<file path="src/rtl/core/mfmd_pkg.sv">
// ----------------------------------------------------------------------------
// Motor feedback decoder package
// Widths, reset values and register indexes shared by the decoder files.
// ----------------------------------------------------------------------------
`timescale 1ns / 1ps

package mfmd_pkg;

  localparam int unsigned NUM_MOTORS_DEFAULT = 4;

  localparam int unsigned ID_W     = 11;
  localparam int unsigned BYTE_W   = 8;
  localparam int unsigned ANGLE_W  = 16;
  localparam int unsigned WORD_W   = 16;
  localparam int unsigned SLOT_W   = 2;
  localparam int unsigned COUNT_W  = 32;
  localparam int unsigned TOTAL_W  = 48;

  localparam int unsigned CFG_IDX_W  = 2;
  localparam int unsigned CFG_DATA_W = 16;

  localparam logic [ID_W-1:0]    RESET_ID_BASE        = 11'd513;
  localparam logic [WORD_W-1:0]  RESET_WRAP_THRESHOLD = 16'd6000;
  localparam logic [WORD_W-1:0]  RESET_COUNTS_PER_REV = 16'd8192;

  typedef enum logic [CFG_IDX_W-1:0] {
    CFG_ID_BASE        = 2'd0,
    CFG_WRAP_THRESHOLD = 2'd1,
    CFG_COUNTS_PER_REV = 2'd2
  } cfg_idx_e;

endpackage

</file>
<file path="src/rtl/core/mfmd_if.sv">
// ----------------------------------------------------------------------------
// Motor feedback decoder channels
// Frame input, decoded result output and register write channels.
// ----------------------------------------------------------------------------
`timescale 1ns / 1ps

interface mfmd_frame_if;
  import mfmd_pkg::*;

  logic              valid;
  logic              ready;
  logic [ID_W-1:0]   frame_id;
  logic [BYTE_W-1:0] byte0;
  logic [BYTE_W-1:0] byte1;
  logic [BYTE_W-1:0] byte2;
  logic [BYTE_W-1:0] byte3;
  logic [BYTE_W-1:0] byte4;
  logic [BYTE_W-1:0] byte5;
  logic [BYTE_W-1:0] byte6;

  modport source (
    output valid, frame_id, byte0, byte1, byte2, byte3, byte4, byte5, byte6,
    input  ready
  );
  modport sink (
    input  valid, frame_id, byte0, byte1, byte2, byte3, byte4, byte5, byte6,
    output ready
  );
endinterface

interface mfmd_result_if;
  import mfmd_pkg::*;

  logic                       valid;
  logic                       ready;
  logic [SLOT_W-1:0]          motor_slot;
  logic [ANGLE_W-1:0]         angle;
  logic signed [WORD_W-1:0]   speed;
  logic signed [WORD_W-1:0]   current;
  logic [BYTE_W-1:0]          temperature;
  logic signed [COUNT_W-1:0]  turns;
  logic signed [TOTAL_W-1:0]  total_angle;
  logic [COUNT_W-1:0]         frames_seen;

  modport source (
    output valid, motor_slot, angle, speed, current, temperature, turns,
           total_angle, frames_seen,
    input  ready
  );
  modport sink (
    input  valid, motor_slot, angle, speed, current, temperature, turns,
           total_angle, frames_seen,
    output ready
  );
endinterface

interface mfmd_cfg_if;
  import mfmd_pkg::*;

  logic                  valid;
  logic                  ready;
  logic [CFG_IDX_W-1:0]  index;
  logic [CFG_DATA_W-1:0] data;

  modport source (output valid, index, data, input ready);
  modport sink   (input valid, index, data, output ready);
endinterface

</file>
<file path="src/rtl/core/motor_feedback_multiturn_decoder_core.sv">
// ----------------------------------------------------------------------------
// Motor feedback multiturn decoder
// Decodes motor feedback frames and tracks a turn count per motor.
//
// Each frame beat goes through three registers: the frame register, the
// state register where the per-motor angle, turn count and frame count are
// updated, and the result register after the counts-per-revolution multiply.
// A result passes the state register and the result register after its
// frame is taken, and one frame is taken in every cycle as long as results
// are taken; the per-motor update is one read-modify-write, so frames for
// the same motor may follow each other directly. Frames whose identifier is
// out of the configured range are dropped in the first stage and give no
// result. Users must write registers only while idle; nothing enforces it.
// ----------------------------------------------------------------------------
`timescale 1ns / 1ps

module motor_feedback_multiturn_decoder_core #(
  parameter int unsigned NUM_MOTORS = mfmd_pkg::NUM_MOTORS_DEFAULT
) (
  input  logic          clk_i,
  input  logic          rst_ni,
  mfmd_frame_if.sink    frame_i,
  mfmd_result_if.source result_o,
  mfmd_cfg_if.sink      cfg_i
);
  import mfmd_pkg::*;

  localparam int unsigned SlotIdxW = (NUM_MOTORS > 1) ? $clog2(NUM_MOTORS) : 1;

  // Configuration registers.
  logic [ID_W-1:0]   id_base_q;
  logic [WORD_W-1:0] wrap_thr_q;
  logic [WORD_W-1:0] cpr_q;

  assign cfg_i.ready = 1'b1;

  always_ff @(posedge clk_i or negedge rst_ni) begin
    if (!rst_ni) begin
      id_base_q  <= RESET_ID_BASE;
      wrap_thr_q <= RESET_WRAP_THRESHOLD;
      cpr_q      <= RESET_COUNTS_PER_REV;
    end else if (cfg_i.valid) begin
      unique case (cfg_idx_e'(cfg_i.index))
        CFG_ID_BASE:        id_base_q  <= cfg_i.data[ID_W-1:0];
        CFG_WRAP_THRESHOLD: wrap_thr_q <= cfg_i.data[WORD_W-1:0];
        CFG_COUNTS_PER_REV: cpr_q      <= cfg_i.data[WORD_W-1:0];
        default: ;
      endcase
    end
  end

  // Handshake chain: each stage moves when its successor has room.
  logic s1_vld_q, s2_vld_q, out_vld_q;
  logic s1_rdy, s2_rdy, out_rdy;

  assign out_rdy       = !out_vld_q || result_o.ready;
  assign s2_rdy        = !s2_vld_q || out_rdy;
  assign s1_rdy        = !s1_vld_q || s2_rdy;
  assign frame_i.ready = s1_rdy;

  // Stage 1: frame register.
  logic [ID_W-1:0]   s1_id_q;
  logic [BYTE_W-1:0] s1_b0_q, s1_b1_q, s1_b2_q, s1_b3_q, s1_b4_q, s1_b5_q, s1_b6_q;

  always_ff @(posedge clk_i or negedge rst_ni) begin
    if (!rst_ni) begin
      s1_vld_q <= 1'b0;
    end else if (s1_rdy) begin
      s1_vld_q <= frame_i.valid;
    end
  end

  always_ff @(posedge clk_i) begin
    if (s1_rdy && frame_i.valid) begin
      s1_id_q <= frame_i.frame_id;
      s1_b0_q <= frame_i.byte0;
      s1_b1_q <= frame_i.byte1;
      s1_b2_q <= frame_i.byte2;
      s1_b3_q <= frame_i.byte3;
      s1_b4_q <= frame_i.byte4;
      s1_b5_q <= frame_i.byte5;
      s1_b6_q <= frame_i.byte6;
    end
  end

  // Slot decode and per-motor state update.
  logic [ID_W-1:0]     id_off;
  logic                s1_hit;
  logic [SlotIdxW-1:0] s1_slot;
  logic [ANGLE_W-1:0]  s1_angle;
  logic signed [ANGLE_W:0] jump;
  logic signed [ANGLE_W:0] thr;
  logic [COUNT_W-1:0]  turns_d;
  logic [COUNT_W-1:0]  frames_d;
  logic                s1_fire;

  logic [ANGLE_W-1:0] prev_angle_q [NUM_MOTORS];
  logic [COUNT_W-1:0] turn_cnt_q   [NUM_MOTORS];
  logic [COUNT_W-1:0] frame_cnt_q  [NUM_MOTORS];

  assign id_off   = s1_id_q - id_base_q;
  assign s1_hit   = (s1_id_q >= id_base_q) && (id_off < ID_W'(NUM_MOTORS));
  assign s1_slot  = id_off[SlotIdxW-1:0];
  assign s1_angle = {s1_b0_q, s1_b1_q};
  assign jump     = $signed({1'b0, s1_angle}) - $signed({1'b0, prev_angle_q[s1_slot]});
  assign thr      = $signed({1'b0, wrap_thr_q});
  assign frames_d = frame_cnt_q[s1_slot] + COUNT_W'(1);
  assign s1_fire  = s1_vld_q && s2_rdy;

  // A large backward jump means the encoder crossed zero going forwards.
  always_comb begin
    priority if (jump < -thr) begin
      turns_d = turn_cnt_q[s1_slot] + COUNT_W'(1);
    end else if (jump > thr) begin
      turns_d = turn_cnt_q[s1_slot] - COUNT_W'(1);
    end else begin
      turns_d = turn_cnt_q[s1_slot];
    end
  end

  always_ff @(posedge clk_i or negedge rst_ni) begin
    if (!rst_ni) begin
      for (int i = 0; i < NUM_MOTORS; i++) begin
        prev_angle_q[i] <= '0;
        turn_cnt_q[i]   <= '0;
        frame_cnt_q[i]  <= '0;
      end
    end else if (s1_fire && s1_hit) begin
      prev_angle_q[s1_slot] <= s1_angle;
      turn_cnt_q[s1_slot]   <= turns_d;
      frame_cnt_q[s1_slot]  <= frames_d;
    end
  end

  // Stage 2: decoded fields and updated counts.
  logic [SLOT_W-1:0]  s2_slot_q;
  logic [ANGLE_W-1:0] s2_angle_q;
  logic [WORD_W-1:0]  s2_speed_q, s2_current_q;
  logic [BYTE_W-1:0]  s2_temp_q;
  logic [COUNT_W-1:0] s2_turns_q, s2_frames_q;

  always_ff @(posedge clk_i or negedge rst_ni) begin
    if (!rst_ni) begin
      s2_vld_q <= 1'b0;
    end else if (s2_rdy) begin
      s2_vld_q <= s1_vld_q && s1_hit;
    end
  end

  always_ff @(posedge clk_i) begin
    if (s1_fire && s1_hit) begin
      s2_slot_q    <= SLOT_W'(s1_slot);
      s2_angle_q   <= s1_angle;
      s2_speed_q   <= {s1_b2_q, s1_b3_q};
      s2_current_q <= {s1_b4_q, s1_b5_q};
      s2_temp_q    <= s1_b6_q;
      s2_turns_q   <= turns_d;
      s2_frames_q  <= frames_d;
    end
  end

  // Stage 3: total angle and result register.
  logic signed [WORD_W+COUNT_W:0] product;
  logic [TOTAL_W-1:0]             total_d;

  assign product = $signed({1'b0, cpr_q}) * $signed(s2_turns_q);
  assign total_d = product[TOTAL_W-1:0] + TOTAL_W'(s2_angle_q);

  logic [SLOT_W-1:0]  out_slot_q;
  logic [ANGLE_W-1:0] out_angle_q;
  logic [WORD_W-1:0]  out_speed_q, out_current_q;
  logic [BYTE_W-1:0]  out_temp_q;
  logic [COUNT_W-1:0] out_turns_q, out_frames_q;
  logic [TOTAL_W-1:0] out_total_q;

  always_ff @(posedge clk_i or negedge rst_ni) begin
    if (!rst_ni) begin
      out_vld_q <= 1'b0;
    end else if (out_rdy) begin
      out_vld_q <= s2_vld_q;
    end
  end

  always_ff @(posedge clk_i) begin
    if (out_rdy && s2_vld_q) begin
      out_slot_q    <= s2_slot_q;
      out_angle_q   <= s2_angle_q;
      out_speed_q   <= s2_speed_q;
      out_current_q <= s2_current_q;
      out_temp_q    <= s2_temp_q;
      out_turns_q   <= s2_turns_q;
      out_frames_q  <= s2_frames_q;
      out_total_q   <= total_d;
    end
  end

  assign result_o.valid       = out_vld_q;
  assign result_o.motor_slot  = out_slot_q;
  assign result_o.angle       = out_angle_q;
  assign result_o.speed       = $signed(out_speed_q);
  assign result_o.current     = $signed(out_current_q);
  assign result_o.temperature = out_temp_q;
  assign result_o.turns       = $signed(out_turns_q);
  assign result_o.total_angle = $signed(out_total_q);
  assign result_o.frames_seen = out_frames_q;

endmodule

</file>
<file path="src/flat_wrapper.sv">
// flat-port wrapper written by rule: the top's interface ports become plain ports
module motor_feedback_multiturn_decoder_core_flat import mfmd_pkg::*;
#(
  parameter int unsigned NUM_MOTORS = mfmd_pkg::NUM_MOTORS_DEFAULT
)
  (clk_i, rst_ni, frame_i_valid, frame_i_frame_id, frame_i_byte0, frame_i_byte1, frame_i_byte2, frame_i_byte3, frame_i_byte4, frame_i_byte5, frame_i_byte6, frame_i_ready, result_o_valid, result_o_motor_slot, result_o_angle, result_o_speed, result_o_current, result_o_temperature, result_o_turns, result_o_total_angle, result_o_frames_seen, result_o_ready, cfg_i_valid, cfg_i_index, cfg_i_data, cfg_i_ready);
  mfmd_frame_if frame_i_i ();
  mfmd_result_if result_o_i ();
  mfmd_cfg_if cfg_i_i ();
  input  logic clk_i;
  input  logic rst_ni;
  input wire logic [$bits(frame_i_i.valid)-1:0] frame_i_valid;
  input wire logic [$bits(frame_i_i.frame_id)-1:0] frame_i_frame_id;
  input wire logic [$bits(frame_i_i.byte0)-1:0] frame_i_byte0;
  input wire logic [$bits(frame_i_i.byte1)-1:0] frame_i_byte1;
  input wire logic [$bits(frame_i_i.byte2)-1:0] frame_i_byte2;
  input wire logic [$bits(frame_i_i.byte3)-1:0] frame_i_byte3;
  input wire logic [$bits(frame_i_i.byte4)-1:0] frame_i_byte4;
  input wire logic [$bits(frame_i_i.byte5)-1:0] frame_i_byte5;
  input wire logic [$bits(frame_i_i.byte6)-1:0] frame_i_byte6;
  output wire logic [$bits(frame_i_i.ready)-1:0] frame_i_ready;
  output wire logic [$bits(result_o_i.valid)-1:0] result_o_valid;
  output wire logic [$bits(result_o_i.motor_slot)-1:0] result_o_motor_slot;
  output wire logic [$bits(result_o_i.angle)-1:0] result_o_angle;
  output wire logic [$bits(result_o_i.speed)-1:0] result_o_speed;
  output wire logic [$bits(result_o_i.current)-1:0] result_o_current;
  output wire logic [$bits(result_o_i.temperature)-1:0] result_o_temperature;
  output wire logic [$bits(result_o_i.turns)-1:0] result_o_turns;
  output wire logic [$bits(result_o_i.total_angle)-1:0] result_o_total_angle;
  output wire logic [$bits(result_o_i.frames_seen)-1:0] result_o_frames_seen;
  input wire logic [$bits(result_o_i.ready)-1:0] result_o_ready;
  input wire logic [$bits(cfg_i_i.valid)-1:0] cfg_i_valid;
  input wire logic [$bits(cfg_i_i.index)-1:0] cfg_i_index;
  input wire logic [$bits(cfg_i_i.data)-1:0] cfg_i_data;
  output wire logic [$bits(cfg_i_i.ready)-1:0] cfg_i_ready;
  assign frame_i_i.valid = frame_i_valid;
  assign frame_i_i.frame_id = frame_i_frame_id;
  assign frame_i_i.byte0 = frame_i_byte0;
  assign frame_i_i.byte1 = frame_i_byte1;
  assign frame_i_i.byte2 = frame_i_byte2;
  assign frame_i_i.byte3 = frame_i_byte3;
  assign frame_i_i.byte4 = frame_i_byte4;
  assign frame_i_i.byte5 = frame_i_byte5;
  assign frame_i_i.byte6 = frame_i_byte6;
  assign frame_i_ready = frame_i_i.ready;
  assign result_o_valid = result_o_i.valid;
  assign result_o_motor_slot = result_o_i.motor_slot;
  assign result_o_angle = result_o_i.angle;
  assign result_o_speed = result_o_i.speed;
  assign result_o_current = result_o_i.current;
  assign result_o_temperature = result_o_i.temperature;
  assign result_o_turns = result_o_i.turns;
  assign result_o_total_angle = result_o_i.total_angle;
  assign result_o_frames_seen = result_o_i.frames_seen;
  assign result_o_i.ready = result_o_ready;
  assign cfg_i_i.valid = cfg_i_valid;
  assign cfg_i_i.index = cfg_i_index;
  assign cfg_i_i.data = cfg_i_data;
  assign cfg_i_ready = cfg_i_i.ready;
  motor_feedback_multiturn_decoder_core #(.NUM_MOTORS(NUM_MOTORS)) u_core (.clk_i(clk_i), .rst_ni(rst_ni), .frame_i(frame_i_i), .result_o(result_o_i), .cfg_i(cfg_i_i));
endmodule
</file>
<file path="config.mk">
export PLATFORM = sky130hd
export DESIGN_NAME = motor_feedback_multiturn_decoder_core_flat
export DESIGN_NICKNAME = d
export VERILOG_FILES = /design/src/rtl/core/mfmd_pkg.sv /design/src/rtl/core/mfmd_if.sv /design/src/rtl/core/motor_feedback_multiturn_decoder_core.sv /design/src/flat_wrapper.sv
export SDC_FILE = /design/constraint.sdc
export NUM_CORES = 2
export LEC_CHECK = 0
export BUFFER_PORTS_ARGS = -buffer_cell sky130_fd_sc_hd__buf_2
export CAP_MARGIN = 20
export CORE_MARGIN = 2
export CORE_UTILIZATION = 55
export CTS_BUF_LIST = sky130_fd_sc_hd__clkbuf_2 sky130_fd_sc_hd__clkbuf_4 sky130_fd_sc_hd__clkbuf_8
export DETAILED_ROUTE_END_ITERATION = 8
export GPL_TIMING_DRIVEN = 0
export PLACE_DENSITY = 0.82
export SLEW_MARGIN = 20
export SYNTH_ARGS = -nofsm -noshare
export SYNTH_HDL_FRONTEND = slang
export SYNTH_SLANG_ARGS = --single-unit
</file>
<file path="constraint.sdc">
create_clock -name clk_i -period 11.3 [get_ports clk_i]
set_clock_uncertainty 0.15 [all_clocks]
set_input_delay 0.565 -clock clk_i [delete_from_list [all_inputs] [get_ports clk_i]]
set_output_delay 0.565 -clock clk_i [all_outputs]
set_load 0.02 [all_outputs]
</file>
==> impl_metrics.env <==
export IMPL_routedWlPerCell_um=21.2
export IMPL_postSynthAreaPerCell_sq_um=11.9
export IMPL_rows=109
export IMPL_setup_viol=0
export IMPL_multi_input_area_sq_mm=0.0256
export IMPL_finalNetCount=5361
export IMPL_worst_pin_slew_ns=1.04
export IMPL_busiest_layer="met2"
export IMPL_cp_arrival_ns=11.10
export IMPL_synth_cell_type_count=70
export IMPL_cpMostUsedCell="ha_1"
export IMPL_routed_wl_um=124000
export IMPL_rsz0062_at_grt="false"
export IMPL_port_buffers=261
export IMPL_use_met2_pct=46.1
export IMPL_cts_tree="built"
export IMPL_drt_iter0_markers=2985
export IMPL_synth_async_reset_ratio_pct=50.5
export IMPL_syn_nets=4887
export IMPL_status="completed"
export IMPL_synth_edf_count=359
export IMPL_grt_pass1_vias=34600
export IMPL_vias=32800
export IMPL_startpoint_type="flop"
export IMPL_ys_top_cells_by_count="inv_1 (735), fa_1 (501), edfxtp_1 (359)"
export IMPL_post_route_period_util_pct=95.9
export IMPL_dr_pass1_iters=7
export IMPL_crit_required_ns=11.56
export IMPL_antenna_found_initial=7
export IMPL_clockBufferDepth=3
export IMPL_use_met3_pct=5.33
export IMPL_die_x_um=302
export IMPL_drv_cap=0
export IMPL_crit_path_max_fanout=19
export IMPL_initial_core_util_pct=55.4
export IMPL_fill_cells=6607
export IMPL_fin_crit_ns=10.84
export IMPL_hp_class="in2async"
export IMPL_numCtsBuffers=113
export IMPL_grt_usage_pct=27.7
export IMPL_critPathMaxStageDelay_ns=0.92
export IMPL_drive_above_1_share_pct=18.9
export IMPL_slew_headroom_pct=29.9
export IMPL_cts_root_buf="clkbuf_8"
export IMPL_ys_seq_area_share_pct=40.7
export IMPL_dieArea_sq_mm=0.0914
export IMPL_cts_sinks=725
export IMPL_max_freq_mhz=92.2
export IMPL_finalHoldViolCount=0
export IMPL_setup_tns_ns=0
export IMPL_ys_flop_type="edfxtp_1"
export IMPL_seqCellArea_sq_mm=0.0200
export IMPL_gr_total_overflow=0
export IMPL_worstSkewPairLatency_ns=0.79
export IMPL_synth_top_area_cell="edfxtp_1"
export IMPL_grt_max_degree=103
export IMPL_met1_usage_pct=34.4
export IMPL_io_pins=263
export IMPL_end_kind="flop"
export IMPL_final_antenna_net_count=0
export IMPL_synthCells=4101
export IMPL_post_route_drc_count=0
export IMPL_critical_path_buf_inv_count=8
export IMPL_place_hpwl_um=91600
export IMPL_yosys_top_cells_area="edfxtp_1 (22%), fa_1 (20%), dfrtp_1 (18%)"
export IMPL_syn_to_final_growth_pct=13.2
export IMPL_drt_vias_per_instance=5.61
export IMPL_cpLargestDelayFamily="buffers and inverters"
export IMPL_cts_setup_buffers=0
export IMPL_grt_pass1_wl_um=192000
export IMPL_yosysMostFrequentCell="inv_1"
export IMPL_ys_warnings_count=0
export IMPL_worstSetupStartpoint="u_core.id_base_q[0]"
export IMPL_die_height_um=302
export IMPL_syn_cell_area_sq_mm=0.0490
export IMPL_ys_seq_elements=725
export IMPL_htree_levels=3
export IMPL_gp_congestion=1.01
export IMPL_synth_top_area_share_pct=22.0
export IMPL_slew_viol_final=0
export IMPL_fp_coreArea_sq_mm=0.0884
export IMPL_r2r_start="u_core.id_base_q[0]"
export IMPL_crit_slowest_cell="nor4_2"
export IMPL_clk_pin_slew_ns=0.06
export IMPL_critical_path_class="reg2reg"
## layout by cell type, fill, tap and decap left out, drive strengths merged, types with 26 or more instances in the layout
cell type,count
o21ai,58
xnor2,104
nand2,301
clkbuf,309
ha,195
a21oi,112
nand3,37
mux2,282
and2,351
nor3,33
a21o,28
xor2,33
fa,501
clkinv,26
inv,739
buf,296
nor2,154
edfxtp,359
dfrtp,356
dlygate4sd3,89
mux4,78
## cell type report
class                      count  share of cell area, %
multi-input combinational   2484                   46.2
sequential                   725                   36.0
inverter                     735                   4.98
timing repair buffer         360                   4.48
clock buffer                 178                   3.83
tap                         1165                   2.63
buffer                       156                   1.17
clock inverter                36                  0.677
antenna                        6                 0.0271
## state kept, by name, indices dropped and copies added (netlist names), 11 cells and up
name and cells:
u_core.s2_speed_q 16, u_core.s2_current_q 16, u_core.result_o.current 16, u_core.result_o.angle 16, u_core.result_o.turns 32, u_core.prev_angle_q 64, u_core.s2_angle_q 16, u_core.cpr_q 16
u_core.id_base_q 11, u_core.result_o.speed 16, u_core.wrap_thr_q 16, u_core.s2_turns_q 32, u_core.result_o.total_angle 48, u_core.result_o.frames_seen 32, u_core.frame_cnt_q 128, u_core.s1_id_q 11
u_core.turn_cnt_q 128, u_core.s2_frames_q 32
## worst paths after layout
| check | slack, ns | depth (start not counted) | endpoint |
|---|---|---|---|
| worst min-delay path | 0.08 | 2 | u_core.frame_cnt_q[111] |
| max in group asynchronous | 9.79 | 4 | u_core.wrap_thr_q[4] |
| worst max register to register | 0.46 | 29 | u_core.s2_turns_q[29] |
| worst max-delay path | 0.46 | 29 | u_core.s2_turns_q[29] |
| worst min register to register | 0.26 | 0 | u_core.result_o.speed[13] |
| min in group clk_i | 0.18 | 3 | u_core.id_base_q[0] |
## logic make-up (layout without fill, tap and decap cells)
family	after synthesis	in the layout	share of synthesized area, %
AO/OA/AOI/OAI	307	307	3.91
XOR/XNOR	137	137	2.57
adder cells (fa/ha/maj)	696	696	25.5
buffers and inverters	892	1465	6.97
flip-flops	725	725	40.7
multiplexers	366	366	10.2
other	1	7	0.00766
AND/OR/NAND/NOR	977	977	10.1
## repair_timing
action,in CTS,in global routing
endpoints found under the hold margin,311,0
endpoints found under the setup margin,0,90
hold buffers,89,0
resized for setup,0,1
## per-layer routing
metal  wire [um]  vias up
li1            -    14200
met1       46800    16600
met2       59500     1571
met3       10300      416
met4        7090        2
met5           9        -
## worst reg2reg max path, delay by kind of cell (launching register included)
family,cells,cell delay (ns)
multiplexers,1,0.43
AO/OA/AOI/OAI,8,2.11
flip-flops,1,0.56
buffers and inverters,8,3.01
XOR/XNOR,2,0.87
adder cells (fa/ha/maj),4,1.46
AND/OR/NAND/NOR,6,1.89
## stage by stage
step	cells	instance area, sq um	util (%)	setup slack [ns]	hold slack (ns)
6_report	5845	55400	62.7	0.460	0.0782
3_5_place_dp	5537	52000	58.9	0.326	0.255
3_3_place_gp	5527	51700	58.5	0.685	0.250
5_1_grt	5842	55400	62.7	0.0426	0.0804
4_1_cts	5840	55400	62.7	0.245	0.0359
2_1_floorplan	4101	49000	-	3.39	0.119
Power is not shown: default switching activity piles up to over one toggle a cycle in this logic, so the estimate is an artifact.
